## src/i2cm_pkg.sv

```systemverilog
package i2cm_pkg;

   localparam int BitsPerByte = 8;
   localparam int CountW      = $clog2(BitsPerByte + 1);
   localparam int QueueDepth  = 2;

   localparam logic [7:0] DelayReset = 8'd6;

   localparam logic [2:0] ActTick  = 3'd0;
   localparam logic [2:0] ActStart = 3'd1;
   localparam logic [2:0] ActStop  = 3'd2;
   localparam logic [2:0] ActWrite = 3'd3;
   localparam logic [2:0] ActRead  = 3'd4;
   localparam logic [2:0] ActWack  = 3'd5;
   localparam logic [2:0] ActSack  = 3'd6;
   localparam logic [2:0] ActSpare = 3'd7;

   typedef enum logic [6:0] {
      OP_IDLE  = 7'b0000001,
      OP_START = 7'b0000010,
      OP_STOP  = 7'b0000100,
      OP_WRITE = 7'b0001000,
      OP_READ  = 7'b0010000,
      OP_WACK  = 7'b0100000,
      OP_SACK  = 7'b1000000
   } op_type;

   localparam logic [1:0] Phase0 = 2'd0;
   localparam logic [1:0] Phase1 = 2'd1;
   localparam logic [1:0] Phase2 = 2'd2;
   localparam logic [1:0] Phase3 = 2'd3;

   typedef struct packed {
      logic       is_cmd;
      op_type     op;
      logic [7:0] tx_data;
      logic       ack_value;
      logic       sda_in;
   } item_type;

   typedef struct packed {
      logic     valid;
      item_type item;
   } queue_head_type;

endpackage

```

## src/i2cm_req_if.sv

```systemverilog
interface i2cm_req_if;
   logic       valid;
   logic       ready;
   logic [2:0] action;
   logic [7:0] tx_data;
   logic       ack_value;
   logic       sda_in;

   modport source (output valid, output action, output tx_data, output ack_value,
                   output sda_in, input ready);
   modport sink (input valid, input action, input tx_data, input ack_value,
                 input sda_in, output ready);
endinterface

```

## src/i2cm_rsp_if.sv

```systemverilog
interface i2cm_rsp_if;
   logic       valid;
   logic       ready;
   logic       scl_out;
   logic       sda_out;
   logic       busy_res;
   logic [7:0] rx_data;
   logic       ack_seen;
   logic       done_res;
   logic       rejected;

   modport source (output valid, output scl_out, output sda_out, output busy_res,
                   output rx_data, output ack_seen, output done_res, output rejected,
                   input ready);
   modport sink (input valid, input scl_out, input sda_out, input busy_res,
                 input rx_data, input ack_seen, input done_res, input rejected,
                 output ready);
endinterface

```

## src/i2cm_front.sv

```systemverilog
module i2cm_front
   import i2cm_pkg::*;
#(
   parameter int QUEUE_DEPTH = QueueDepth
) (
   input  logic           clock,
   input  logic           reset,
   i2cm_req_if.sink       req_port,
   output queue_head_type head,
   input  logic           pop
);

   localparam int PtrW   = (QUEUE_DEPTH > 1) ? $clog2(QUEUE_DEPTH) : 1;
   localparam int CountW = $clog2(QUEUE_DEPTH + 1);
   localparam logic [PtrW-1:0]   PtrLast = PtrW'(QUEUE_DEPTH - 1);
   localparam logic [CountW-1:0] CountFull = CountW'(QUEUE_DEPTH);

   item_type          queue_ff [QUEUE_DEPTH];
   logic [PtrW-1:0]   wr_ptr_ff, wr_ptr_in;
   logic [PtrW-1:0]   rd_ptr_ff, rd_ptr_in;
   logic [CountW-1:0] count_ff, count_in;
   item_type          item_in;
   logic              push;
   logic              is_cmd;

   always_comb begin
      is_cmd = (req_port.action != ActTick) && (req_port.action != ActSpare);
      item_in.is_cmd    = is_cmd;
      item_in.tx_data   = req_port.tx_data;
      item_in.ack_value = req_port.ack_value;
      item_in.sda_in    = req_port.sda_in;
      case (req_port.action)
         ActStart: item_in.op = OP_START;
         ActStop:  item_in.op = OP_STOP;
         ActWrite: item_in.op = OP_WRITE;
         ActRead:  item_in.op = OP_READ;
         ActWack:  item_in.op = OP_WACK;
         ActSack:  item_in.op = OP_SACK;
         default:  item_in.op = OP_IDLE;
      endcase
   end

   assign req_port.ready = (count_ff != CountFull);
   assign push = req_port.valid && req_port.ready;

   assign head.valid = (count_ff != '0);
   assign head.item  = queue_ff[rd_ptr_ff];

   always_comb begin
      wr_ptr_in = wr_ptr_ff;
      rd_ptr_in = rd_ptr_ff;
      count_in  = count_ff;
      if (push) begin
         wr_ptr_in = (wr_ptr_ff == PtrLast) ? '0 : wr_ptr_ff + 1'b1;
      end
      if (pop) begin
         rd_ptr_in = (rd_ptr_ff == PtrLast) ? '0 : rd_ptr_ff + 1'b1;
      end
      if (push && !pop) begin
         count_in = count_ff + 1'b1;
      end else if (pop && !push) begin
         count_in = count_ff - 1'b1;
      end
   end

   always_ff @(posedge clock) begin
      if (reset) begin
         wr_ptr_ff <= '0;
         rd_ptr_ff <= '0;
         count_ff  <= '0;
      end else begin
         wr_ptr_ff <= wr_ptr_in;
         rd_ptr_ff <= rd_ptr_in;
         count_ff  <= count_in;
      end
   end

   always_ff @(posedge clock) begin
      if (push) begin
         queue_ff[wr_ptr_ff] <= item_in;
      end
   end

endmodule

```

## src/i2cm_back.sv

```systemverilog
module i2cm_back
   import i2cm_pkg::*;
(
   input  logic           clock,
   input  logic           reset,
   input  logic           csr_wr_en,
   input  logic [7:0]     csr_wr_data,
   input  queue_head_type head,
   output logic           pop,
   i2cm_rsp_if.source     rsp_port
);

   logic [7:0]        delay_ff;
   op_type            op_ff, op_in;
   logic [1:0]        phase_ff, phase_in;
   logic [CountW-1:0] bit_ff, bit_in;
   logic [7:0]        wait_ff, wait_in;
   logic [7:0]        shift_ff, shift_in;
   logic              scl_ff, scl_in;
   logic              sda_ff, sda_in;
   logic              ack_ff, ack_in;
   logic [7:0]        rx_ff, rx_in;
   logic              done_in;
   logic              rej_in;

   logic              rsp_valid_ff;
   logic              rsp_busy_ff;
   logic              rsp_done_ff;
   logic              rsp_rej_ff;

   logic [7:0]        dly;
   logic              run;
   logic              fin;
   logic [CountW-1:0] bit_next;
   item_type          it;

   assign it  = head.item;
   assign dly = (delay_ff == '0) ? 8'd1 : delay_ff;
   assign pop = head.valid && (!rsp_valid_ff || rsp_port.ready);

   always_comb begin
      op_in    = op_ff;
      phase_in = phase_ff;
      bit_in   = bit_ff;
      wait_in  = wait_ff;
      shift_in = shift_ff;
      scl_in   = scl_ff;
      sda_in   = sda_ff;
      ack_in   = ack_ff;
      rx_in    = rx_ff;
      done_in  = 1'b0;
      rej_in   = 1'b0;
      run      = 1'b0;
      fin      = 1'b0;
      bit_next = bit_ff + 1'b1;

      if (op_ff != OP_IDLE) begin
         rej_in = it.is_cmd;
         if (wait_ff != '0) begin
            wait_in = wait_ff - 1'b1;
         end
         run = (wait_in == '0);
      end else if (it.is_cmd) begin
         op_in    = it.op;
         phase_in = Phase0;
         bit_in   = '0;
         wait_in  = '0;
         case (it.op)
            OP_WRITE: shift_in = it.tx_data;
            OP_READ:  shift_in = '0;
            OP_SACK:  shift_in = {7'd0, it.ack_value};
            default:  shift_in = shift_ff;
         endcase
         run = 1'b1;
      end

      if (run) begin
         bit_next = bit_in + 1'b1;
         case (op_in)
            OP_START: begin
               if (phase_in == Phase0) begin
                  sda_in = 1'b1; scl_in = 1'b1; wait_in = dly; phase_in = Phase1;
               end else if (phase_in == Phase1) begin
                  sda_in = 1'b0; wait_in = dly; phase_in = Phase2;
               end else begin
                  scl_in = 1'b0; fin = 1'b1;
               end
            end
            OP_STOP: begin
               if (phase_in == Phase0) begin
                  sda_in = 1'b0; scl_in = 1'b1; wait_in = dly; phase_in = Phase1;
               end else if (phase_in == Phase1) begin
                  sda_in = 1'b1; wait_in = dly; phase_in = Phase2;
               end else begin
                  fin = 1'b1;
               end
            end
            OP_WRITE: begin
               if (phase_in == Phase0) begin
                  scl_in = 1'b0; wait_in = dly; phase_in = Phase1;
               end else if (phase_in == Phase1) begin
                  sda_in = shift_in[7]; wait_in = dly; phase_in = Phase2;
               end else if (phase_in == Phase2) begin
                  scl_in   = 1'b1;
                  shift_in = {shift_in[6:0], 1'b0};
                  bit_in   = bit_next;
                  wait_in  = dly;
                  phase_in = (bit_next < CountW'(BitsPerByte)) ? Phase0 : Phase3;
               end else begin
                  scl_in = 1'b0; fin = 1'b1;
               end
            end
            OP_READ: begin
               if (phase_in == Phase0) begin
                  scl_in = 1'b1; sda_in = 1'b1; wait_in = dly; phase_in = Phase1;
               end else if (phase_in == Phase1) begin
                  shift_in = {shift_in[6:0], it.sda_in};
                  scl_in   = 1'b0;
                  bit_in   = bit_next;
                  wait_in  = dly;
                  phase_in = (bit_next < CountW'(BitsPerByte)) ? Phase0 : Phase2;
               end else begin
                  rx_in = shift_in; fin = 1'b1;
               end
            end
            OP_WACK: begin
               if (phase_in == Phase0) begin
                  sda_in = 1'b1; scl_in = 1'b1; wait_in = dly; phase_in = Phase1;
               end else if (phase_in == Phase1) begin
                  ack_in = it.sda_in; scl_in = 1'b0; wait_in = dly; phase_in = Phase2;
               end else begin
                  fin = 1'b1;
               end
            end
            OP_SACK: begin
               if (phase_in == Phase0) begin
                  scl_in = 1'b0; sda_in = shift_in[0]; wait_in = dly; phase_in = Phase1;
               end else if (phase_in == Phase1) begin
                  scl_in = 1'b1; wait_in = dly; phase_in = Phase2;
               end else if (phase_in == Phase2) begin
                  scl_in = 1'b0; sda_in = 1'b1; wait_in = dly; phase_in = Phase3;
               end else begin
                  fin = 1'b1;
               end
            end
            default: fin = 1'b1;
         endcase
         if (fin) begin
            op_in    = OP_IDLE;
            phase_in = Phase0;
            done_in  = 1'b1;
         end
      end
   end

   always_ff @(posedge clock) begin
      if (reset) begin
         delay_ff <= DelayReset;
      end else if (csr_wr_en) begin
         delay_ff <= csr_wr_data;
      end
   end

   always_ff @(posedge clock) begin
      if (reset) begin
         op_ff    <= OP_IDLE;
         phase_ff <= Phase0;
         bit_ff   <= '0;
         wait_ff  <= '0;
         shift_ff <= '0;
         scl_ff   <= 1'b1;
         sda_ff   <= 1'b1;
         ack_ff   <= 1'b1;
         rx_ff    <= '0;
      end else if (pop) begin
         op_ff    <= op_in;
         phase_ff <= phase_in;
         bit_ff   <= bit_in;
         wait_ff  <= wait_in;
         shift_ff <= shift_in;
         scl_ff   <= scl_in;
         sda_ff   <= sda_in;
         ack_ff   <= ack_in;
         rx_ff    <= rx_in;
      end
   end

   always_ff @(posedge clock) begin
      if (reset) begin
         rsp_valid_ff <= 1'b0;
      end else if (pop) begin
         rsp_valid_ff <= 1'b1;
      end else if (rsp_port.ready) begin
         rsp_valid_ff <= 1'b0;
      end
   end

   always_ff @(posedge clock) begin
      if (pop) begin
         rsp_busy_ff <= (op_in != OP_IDLE);
         rsp_done_ff <= done_in;
         rsp_rej_ff  <= rej_in;
      end
   end

   assign rsp_port.valid    = rsp_valid_ff;
   assign rsp_port.scl_out  = scl_ff;
   assign rsp_port.sda_out  = sda_ff;
   assign rsp_port.busy_res = rsp_busy_ff;
   assign rsp_port.rx_data  = rx_ff;
   assign rsp_port.ack_seen = ack_ff;
   assign rsp_port.done_res = rsp_done_ff;
   assign rsp_port.rejected = rsp_rej_ff;

endmodule

```

## src/i2c_master_bit_engine.sv

```systemverilog
// I2C master bit engine. Every transfer on req_port is one tick of the bus
// sequencer, optionally carrying a command (start, stop, write byte, read
// byte, wait ack, send ack) and always the sampled SDA level; every tick
// gives one transfer on rsp_port with the driven SCL/SDA, busy, last received
// byte, last ACK level, done and rejected. A command that arrives while one
// runs is dropped and flagged. Throughput is one item per clock while the
// receiver takes results, set by the sequencer that retires one tick per
// cycle; a request passes a small queue (QUEUE_DEPTH entries) and then the
// result register before it is offered on rsp_port. A stalled receiver
// holds the result register, and req_port drops ready once the queue is full.
// Write csr_wr_data (ticks per line wait, 0 acts as 1) only while no transfer
// is outstanding.
module i2c_master_bit_engine
   import i2cm_pkg::*;
#(
   parameter int QUEUE_DEPTH = QueueDepth
) (
   input  logic        clock,
   input  logic        reset,
   input  logic        csr_wr_en,
   input  logic [7:0]  csr_wr_data,
   i2cm_req_if.sink    req_port,
   i2cm_rsp_if.source  rsp_port
);

   queue_head_type head;
   logic           pop;

   i2cm_front #(
      .QUEUE_DEPTH (QUEUE_DEPTH)
   ) u_front (
      .clock    (clock),
      .reset    (reset),
      .req_port (req_port),
      .head     (head),
      .pop      (pop)
   );

   i2cm_back u_back (
      .clock       (clock),
      .reset       (reset),
      .csr_wr_en   (csr_wr_en),
      .csr_wr_data (csr_wr_data),
      .head        (head),
      .pop         (pop),
      .rsp_port    (rsp_port)
   );

endmodule

```

## src/flat_wrapper.sv

```systemverilog
// flat-port wrapper written by rule: the top's interface ports become plain ports
module i2c_master_bit_engine_flat import i2cm_pkg::*;
#(
   parameter int QUEUE_DEPTH = QueueDepth
)
  (clock, reset, csr_wr_en, csr_wr_data, req_port_valid, req_port_action, req_port_tx_data, req_port_ack_value, req_port_sda_in, req_port_ready, rsp_port_valid, rsp_port_scl_out, rsp_port_sda_out, rsp_port_busy_res, rsp_port_rx_data, rsp_port_ack_seen, rsp_port_done_res, rsp_port_rejected, rsp_port_ready);
  i2cm_req_if req_port_i ();
  i2cm_rsp_if rsp_port_i ();
  input  logic clock;
  input  logic reset;
  input  logic csr_wr_en;
  input  logic [7:0] csr_wr_data;
  input wire logic [$bits(req_port_i.valid)-1:0] req_port_valid;
  input wire logic [$bits(req_port_i.action)-1:0] req_port_action;
  input wire logic [$bits(req_port_i.tx_data)-1:0] req_port_tx_data;
  input wire logic [$bits(req_port_i.ack_value)-1:0] req_port_ack_value;
  input wire logic [$bits(req_port_i.sda_in)-1:0] req_port_sda_in;
  output wire logic [$bits(req_port_i.ready)-1:0] req_port_ready;
  output wire logic [$bits(rsp_port_i.valid)-1:0] rsp_port_valid;
  output wire logic [$bits(rsp_port_i.scl_out)-1:0] rsp_port_scl_out;
  output wire logic [$bits(rsp_port_i.sda_out)-1:0] rsp_port_sda_out;
  output wire logic [$bits(rsp_port_i.busy_res)-1:0] rsp_port_busy_res;
  output wire logic [$bits(rsp_port_i.rx_data)-1:0] rsp_port_rx_data;
  output wire logic [$bits(rsp_port_i.ack_seen)-1:0] rsp_port_ack_seen;
  output wire logic [$bits(rsp_port_i.done_res)-1:0] rsp_port_done_res;
  output wire logic [$bits(rsp_port_i.rejected)-1:0] rsp_port_rejected;
  input wire logic [$bits(rsp_port_i.ready)-1:0] rsp_port_ready;
  assign req_port_i.valid = req_port_valid;
  assign req_port_i.action = req_port_action;
  assign req_port_i.tx_data = req_port_tx_data;
  assign req_port_i.ack_value = req_port_ack_value;
  assign req_port_i.sda_in = req_port_sda_in;
  assign req_port_ready = req_port_i.ready;
  assign rsp_port_valid = rsp_port_i.valid;
  assign rsp_port_scl_out = rsp_port_i.scl_out;
  assign rsp_port_sda_out = rsp_port_i.sda_out;
  assign rsp_port_busy_res = rsp_port_i.busy_res;
  assign rsp_port_rx_data = rsp_port_i.rx_data;
  assign rsp_port_ack_seen = rsp_port_i.ack_seen;
  assign rsp_port_done_res = rsp_port_i.done_res;
  assign rsp_port_rejected = rsp_port_i.rejected;
  assign rsp_port_i.ready = rsp_port_ready;
  i2c_master_bit_engine #(.QUEUE_DEPTH(QUEUE_DEPTH)) u_core (.clock(clock), .reset(reset), .csr_wr_en(csr_wr_en), .csr_wr_data(csr_wr_data), .req_port(req_port_i), .rsp_port(rsp_port_i));
endmodule
```

## config.mk

```make
export PLATFORM = sky130hd
export DESIGN_NAME = i2c_master_bit_engine_flat
export DESIGN_NICKNAME = d
export VERILOG_FILES = /design/src/i2cm_pkg.sv /design/src/i2cm_req_if.sv /design/src/i2cm_rsp_if.sv /design/src/i2cm_front.sv /design/src/i2cm_back.sv /design/src/i2c_master_bit_engine.sv /design/src/flat_wrapper.sv
export SDC_FILE = /design/constraint.sdc
export NUM_CORES = 1
export LEC_CHECK = 0
export BUFFER_PORTS_ARGS = -buffer_cell sky130_fd_sc_hd__buf_2
export CAP_MARGIN = 0
export CORE_MARGIN = 5
export CORE_UTILIZATION = 45
export DETAILED_ROUTE_END_ITERATION = 10
export PLACE_DENSITY = 0.6
export REMOVE_ABC_BUFFERS = 1
export SLEW_MARGIN = 20
export SYNTH_ARGS = -nofsm -noshare
export SYNTH_HDL_FRONTEND = slang
export SYNTH_SLANG_ARGS = --single-unit
```

## constraint.sdc

```tcl
create_clock -name clock -period 5.3 [get_ports clock]
set_input_delay 0.795 -clock clock [delete_from_list [all_inputs] [get_ports clock]]
set_output_delay 0.795 -clock clock [all_outputs]
set_load 0.02 [all_outputs]
```

==> results of run 1 <==
-- power groups by stage --
stage	Combinational, uW	Clock, uW	Sequential (uW)
2_1_floorplan	1340	0	1060
3_3_place_gp	1910	0	1050
3_5_place_dp	1910	0	1050
4_1_cts	1920	708	1040
5_1_grt	2130	739	1060
6_report	1930	687	1040
-- stage by stage --
stage	power, uW	instances	hold WS (ps)	utilization
final	3660	732	496	0.512
after global routing	3930	732	529	0.512
after CTS	3670	732	504	0.512
after detailed placement	2960	716	486	0.484
after global placement	2950	716	487	0.484
after floorplan	2400	525	462	-
-- path summary, 6_finish.rpt --
path	from	to	slack, ps	depth (start not counted)
worst max-delay path	u_core.u_back.op_ff[4]	u_core.u_back.rsp_port.rx_data[7]	1740	9
worst max register to register	u_core.u_back.op_ff[4]	u_core.u_back.rsp_port.rx_data[7]	1740	9
worst min register to register	u_core.u_back.rsp_port.rx_data[7]	u_core.u_back.rsp_port.rx_data[7]	500	2
worst min-delay path	u_core.u_back.rsp_port.rx_data[7]	u_core.u_back.rsp_port.rx_data[7]	500	2
-- worst max-delay path, stage by stage, from the launching register on --
cell     delay (ps)
dfxtp_1         360
nor3_1          570
nand3_1         450
and2_1          360
ha_1            300
nor2_1          250
inv_1           190
nor4_4          640
mux2i_1         250
nor2_1           50
-- state kept, by name (all words and copies together) (netlist names), named ones only --
signal,count
u_core.u_front.queue_ff,36
u_core.u_back.delay_ff,8
u_core.u_back.rsp_port.rx_data,8
u_core.u_back.shift_ff,8
u_core.u_back.wait_ff,8
u_core.u_back.op_ff,7
u_core.u_back.bit_ff,4
u_core.u_back.phase_ff,2
u_core.u_front.count_ff,2
u_core.u_back.rsp_port.ack_seen,1
u_core.u_back.rsp_port.busy_res,1
u_core.u_back.rsp_port.done_res,1
u_core.u_back.rsp_port.rejected,1
u_core.u_back.rsp_port.scl_out,1
u_core.u_back.rsp_port.sda_out,1
u_core.u_back.rsp_port.valid,1
u_core.u_front.rd_ptr_ff,1
u_core.u_front.wr_ptr_ff,1
-- Yosys cell counts (3+ instances only) --
library cell	instances
o22ai_1	5
a22oi_1	5
a32oi_1	5
nor3_1	16
and3b_1	3
o21ai_1	3
edfxtp_1	39
xor2_1	5
clkbuf_1	20
o21ai_0	25
a2111oi_0	4
o2111ai_1	6
or4_1	5
a31o_2	6
nand2_1	54
o32ai_1	3
a21oi_1	28
nor2_1	58
a2bb2oi_1	7
dfxtp_1	54
buf_2	5
inv_1	17
or4b_2	3
o211ai_1	4
nor3b_1	4
nand2b_1	7
and3_1	3
nand3_1	13
a31oi_1	10
a211oi_1	13
ha_1	8
nor4b_1	4
mux2_2	9
nor4_1	8
a41oi_1	6
or3_1	9
and2_1	8
mux2i_1	25
-- routing by layer --
metal  up-vias  wire length [um]  track usage
li1       2183                 -            -
met4         0               222       0.0595
met2       115              5970        0.301
met5         -                 0            0
met1      2126              6180        0.257
met3        13               704       0.0621
-- cell families after synthesis --
family | count (synthesis)
AOI/OAI and AO/OA | 157
xor gates and xnor gates | 7
adders and majority gates | 8
buffers and inverters | 45
DFF | 93
muxes | 34
and+or+nand+nor | 209
-- layout make-up --
type,instances,area (um2),share of cell area
Timing Repair Buffer,48,258,0.0443
Tap cell,143,179,0.0307
Multi-Input combinational cell,415,2750,0.473
Clock inverter,7,90.1,0.0155
Clock buffer,9,225,0.0387
Sequential cell,93,2250,0.387
Inverter,17,63.8,0.0110
==> results by group, run 1 <==
Route
  – Routed Antenna Nets: 0
  – Vias post-DR: around 4400
  – Drt first-iter violations: 335
  – Pre-Repair DR Iteration Count: 5
  – DRC violations left: 0
  – Drt total wl: approximately 13 mm
  – Vias/cell: 6.06
  – WL per Instance: about 18 um

Setup path
  – Setup Crit Path Kind: flip-flop to flip-flop
  – CP startpoint kind: flip-flop
  – Worst EP arrival: 3800 ps
  – Max FO, Critical Path: 15
  – Critical Path End Type: flip-flop
  – Crit path required time: approximately 5500 ps

Floorplan
  – Starting density of the core: 0.456
  – # IOs: 42
  – Die area: 13800 um2
  – Die H: 117 um
  – Rows: 39
  – Core Area: 11400 um2
  – Die width: 117 um

Synth
  – Combinational family with the most area after synthesis: compound AO/OA/AOI/OAI gates
  – Post-synthesis adder-cell area fraction: 0.0193
  – Yosys top cell by area: edfxtp_1
  – Synth top area share: 0.226
  – Synth Area in XOR/XNOR: 0.0118
  – Post-synth EDFFs: 39
  – Sequential area share after synthesis: 0.434
  – #FFs+latches synth: 93
  – Compound-Gate Fraction of Synth Area: 0.225
  – Cell Area, Synth: 5190 um2
  – Post-synth cell types: 73
  – Syn Area/Cell: 9.38 um2
  – Simple-gate share of the synthesized area: 0.206
  – Cells after Synth: 553
  – Top post-synthesis cells by area: edfxtp_1, dfxtp_1, mux2i_1
  – Most used DFF post-synth: dfxtp_1
  – Asr flop ratio synth: 0
  – Yosys Warn Count: 0
  – Multiplexer area fraction after synthesis: 0.0678

Timing
  – Slew of the pin with the lowest slew margin: approximately 920 ps
  – Final min period: 3560 ps
  – Clock skew: 7.73 ps
  – Hold Vio Cnt, Final: 0
  – Setup TNS: 0 ps
  – Unrepaired setup endpoints after global routing: no
  – Max_slew headroom: 0.388
  – Setup WS post-layout: ~1700 ps
  – Final Max Tran Viols: 0
  – Setup Viol. Count Final: 0
  – Crit share post-route: 0.673
  – Peak Freq: 281 MHz

Place
  – GPL Wtd Cong: between 0.8 and 0.9
  – Pre-CTS WS: 1720 ps
  – Port Buffer Count: 41
  – Hpwl dp: 9.37 mm
  – DP Area: 5500 um2

Power
  – Clk pwr share: 0.188
  – Power per standard cell area: 628 nW/um2
  – Seq pwr share: 0.284
  – Logic gate share of total power: 0.528
  – Sw power: 1700 uW
  – Max VDD drop: 0.376 mV
  – Pint: ~2000 uW
  – Leakage dissipation: 0.00219 uW
  – Sw Share: 0.464

Clock tree
  – H-tree Lvls: 3
  – Post-CTS sizing: 0
  – Hold buffer count at cts: 0
  – CTS tree: yes
  – Clock slew at the register clock pins of the worst setup and hold paths: 70 ps
  – Max Root-Sink Buffers: 2
  – CTS Buf Count: 9
  – Clock latency on the worst-skew pair: 360 ps
  – Setup Fix Bufs, Post-CTS: 0
  – Total clock sinks: 93
  – Clk root buf: clkbuf_16

Global routing
  – GRT Residual Overflow: 0
  – Initial antenna violation count: 0
  – Global-route wire length before repair: between 20 and 25 mm
  – Largest net degree at the start of global routing: 44
  – Tot GR Track Use: 0.194
  – Vias in the first global route: approximately 4300

Final layout
  – Commonest non-fill, non-tap cell in the layout: nor2_1
  – Filler Cells Inserted: approximately 1100
  – Ant diodes: 0
  – Final net count: slightly above 600
  – Fraction of layout instances using a drive strength above 1: 0.165
  – Area Overhead vs Synth: 12.2%
  – Final Cell Area: 5820 um2
  – Leading cell types in the layout, fill and taps excluded: nor2_1, nand2_1, dfxtp_1

Run status
  – Outcome: completed

Job
  – # Max-Cap Violations: 0

Hold path
  – HP Class: flip-flop to flip-flop
Note: power is estimated with default switching activity, not from simulation.
==> run 2, diff against run 1 <==
--- a/config.mk
+++ b/config.mk
@@ -10,7 +10,7 @@
 export CORE_MARGIN = 5
 export CORE_UTILIZATION = 45
 export DETAILED_ROUTE_END_ITERATION = 10
-export PLACE_DENSITY = 0.6
+export PLACE_DENSITY = 0.62
 export REMOVE_ABC_BUFFERS = 1
 export SLEW_MARGIN = 20
 export SYNTH_ARGS = -nofsm -noshare
==> constraint.sdc (replaced) <==
create_clock -name clock -period 3.1 [get_ports clock]
set_input_delay 0.465 -clock clock [delete_from_list [all_inputs] [get_ports clock]]
set_output_delay 0.465 -clock clock [all_outputs]
set_load 0.02 [all_outputs]
==> run 2 against run 1 <==
Clock-buffer cell count did not move. Via count rose by 3.9%. Clock power rose by 64%.
==> results by group, run 2 (same netlist as run 1, synthesis figures left out) <==
Global routing
  – GRT Residual Overflow: 0 (unchanged)
  – Vias in the first global route: 4473 (+3.6%)
  – Global-route wire length before repair: 22.6 mm (+3.4%)
  – Largest net degree at the start of global routing: 27 (-39%)
  – Tot GR Track Use: 0.199 (+0.00531)
  – Initial antenna violation count: 0 (unchanged)

Place
  – GPL Wtd Cong: 0.926 (+3.7%)
  – Port Buffer Count: 41 (unchanged)
  – DP Area: 5820 um2 (+5.7%)
  – Pre-CTS WS: 87.3 ps (-1630 ps)
  – Placed cells: 758 (+5.9%)
  – Hpwl dp: 10.2 mm (+9.4%)

Hold path
  – HP Class: input port to flip-flop

Clock tree
  – CTS Buf Count: 9 (unchanged)
  – Clk root buf: clkbuf_16
  – Max Root-Sink Buffers: 2 (unchanged)
  – Clock slew at the register clock pins of the worst setup and hold paths: 70 ps (about the same)
  – Total clock sinks: 93 (unchanged)
  – Hold buffer count at cts: 0 (unchanged)
  – H-tree Lvls: 3 (unchanged)
  – CTS tree: yes
  – Clock latency on the worst-skew pair: 350 ps (about the same)

Job
  – # Max-Cap Violations: 0 (unchanged)

Timing
  – Final min period: 3000 ps (-569 ps)
  – Hold_ws: 295 ps (-201 ps)
  – Max_slew headroom: 0.440 (+0.0515)
  – Final Max Tran Viols: 0 (unchanged)
  – Crit share post-route: 0.966 (+0.294)
  – Unrepaired setup endpoints after global routing: no
  – Setup WS post-layout: 104 ps (-1630 ps)
  – Peak Freq: 334 MHz (+19%)
  – Hold Vio Cnt, Final: 0 (unchanged)
  – Slew of the pin with the lowest slew margin: 840 ps (-76.2 ps)
  – Setup Viol. Count Final: 0 (unchanged)
  – Clock skew: 8.94 ps (+1.21 ps)

Floorplan
  – Core Area: 11400 um2 (unchanged)
  – # IOs: 42 (unchanged)
  – Starting density of the core: 0.456 (unchanged)
  – Die H: 117 um (unchanged)
  – Die width: 117 um (unchanged)
  – Die area: 13800 um2 (unchanged)
  – Rows: 39 (unchanged)

Power
  – Leakage dissipation: 0.00239 uW (+9.1%)
  – Max VDD drop: 0.541 mV (+44%)
  – Power per standard cell area: 1080 nW/um2 (+73%)
  – Seq pwr share: 0.267 (-0.017)
  – Clk pwr share: 0.168 (-0.020)
  – Sw Share: 0.450 (-0.0139)
  – Sw power: 3010 uW (+77%)
  – Logic gate share of total power: 0.565 (+0.037)
  – Pint: 3680 uW (+88%)

Final layout
  – Commonest non-fill, non-tap cell in the layout: nor2_1
  – Leading cell types in the layout, fill and taps excluded: nor2_1, nand2_1, dfxtp_1
  – Ant diodes: 0 (unchanged)
  – Max reg flops: 36 (unchanged)
  – Fraction of layout instances using a drive strength above 1: 0.230 (+0.0651)
  – Area Overhead vs Synth: 18.9%
  – Most flop-heavy register: u_core.u_front.queue_ff
  – Filler Cells Inserted: 1019 (-5.9%)
  – Fin cells: 774 (+5.7%)
  – Post-layout util: 0.542 (+0.0306)
  – Final Cell Area: 6170 um2 (+6.0%)
  – Final net count: 660 (+6.8%)

Setup path
  – Crit path required time: 3380 ps (-2150 ps)
  – Max FO, Critical Path: 6 (-9)
  – Critical Path End Type: flip-flop
  – CP startpoint kind: flip-flop
  – Worst EP arrival: 3270 ps (-530 ps)
  – Setup Crit Path Kind: flip-flop to flip-flop

Route
  – Pre-Repair DR Iteration Count: 5 (unchanged)
  – WL per Instance: 17.6 um (-1.3%)
  – DRC violations left: 0 (unchanged)
  – Drt total wl: 13.7 mm (+4.4%)
  – Drt first-iter violations: 348 (+3.9%)
  – Routed Antenna Nets: 0 (unchanged)
  – Vias/cell: 5.95 (-1.8%)
  – Vias post-DR: 4608 (+3.9%)

Run status
  – Outcome: completed
==> run 2: metal layers <==
layer | wire, um | global-route usage
met1 | 6100 | 0.257
met2 | 6420 | 0.318
met3 | 670 | 0.0380
met4 | 452 | 0.0993
met5 | 0 | 0
==> run 2: power by group through the flow <==
stage | combinational (uW) | sequential (uW) | clock [uW]
after detailed placement | 3630 | 1800 | 0
after global routing | 4140 | 1820 | 1200
after floorplan | 2290 | 1820 | 0
after CTS | 3660 | 1770 | 1150
final | 3780 | 1790 | 1130
after global placement | 3600 | 1790 | 0
==> run 2: timing repair <==
action                     4_1_cts  5_1_grt
buffers inserted                 0        0
setup endpoints to repair        0       38
gates resized for setup          0        9
==> run 2: final timing paths <==
kind	slack [ps]	endpoint	depth (start not counted)	start
max	100	u_core.u_back.shift_ff[5]	8	u_core.u_back.op_ff[4]
min	300	u_core.u_front.queue_ff[1][8]	1	req_port_tx_data[6]
max reg2reg	100	u_core.u_back.shift_ff[5]	8	u_core.u_back.op_ff[4]
min reg2reg	500	u_core.u_back.rsp_port.rx_data[3]	2	u_core.u_back.rsp_port.rx_data[3]
==> run 2: final cells by class <==
class | count | area, um2 | share of cell area
Clock buffer | 9 | 225 | 0.0365
Timing Repair Buffer | 90 | 573 | 0.0929
Sequential cell | 93 | 2250 | 0.366
Clock inverter | 7 | 82.6 | 0.0134
Multi-Input combinational cell | 415 | 2790 | 0.452
Tap cell | 143 | 179 | 0.0290
Inverter | 17 | 63.8 | 0.0103
==> run 2: through the flow <==
| stage | total power [uW] | TNS [ps] |
|---|---|---|
| 6_report | 6690 | 0 |
| 5_1_grt | 7160 | 0 |
| 4_1_cts | 6570 | 0 |
| 3_5_place_dp | 5430 | 0 |
| 3_3_place_gp | 5390 | 0 |
| 2_1_floorplan | 4110 | -8590 |
==> run 2: critical path: stages, from the launching register on <==
cell       delay [ps]
dfxtp_1           370
or3_1             560
o41a_1            510
a2111oi_4         340
buf_4             170
a22oi_1           140
a311o_1           420
a211o_1           280
a31oi_1           130
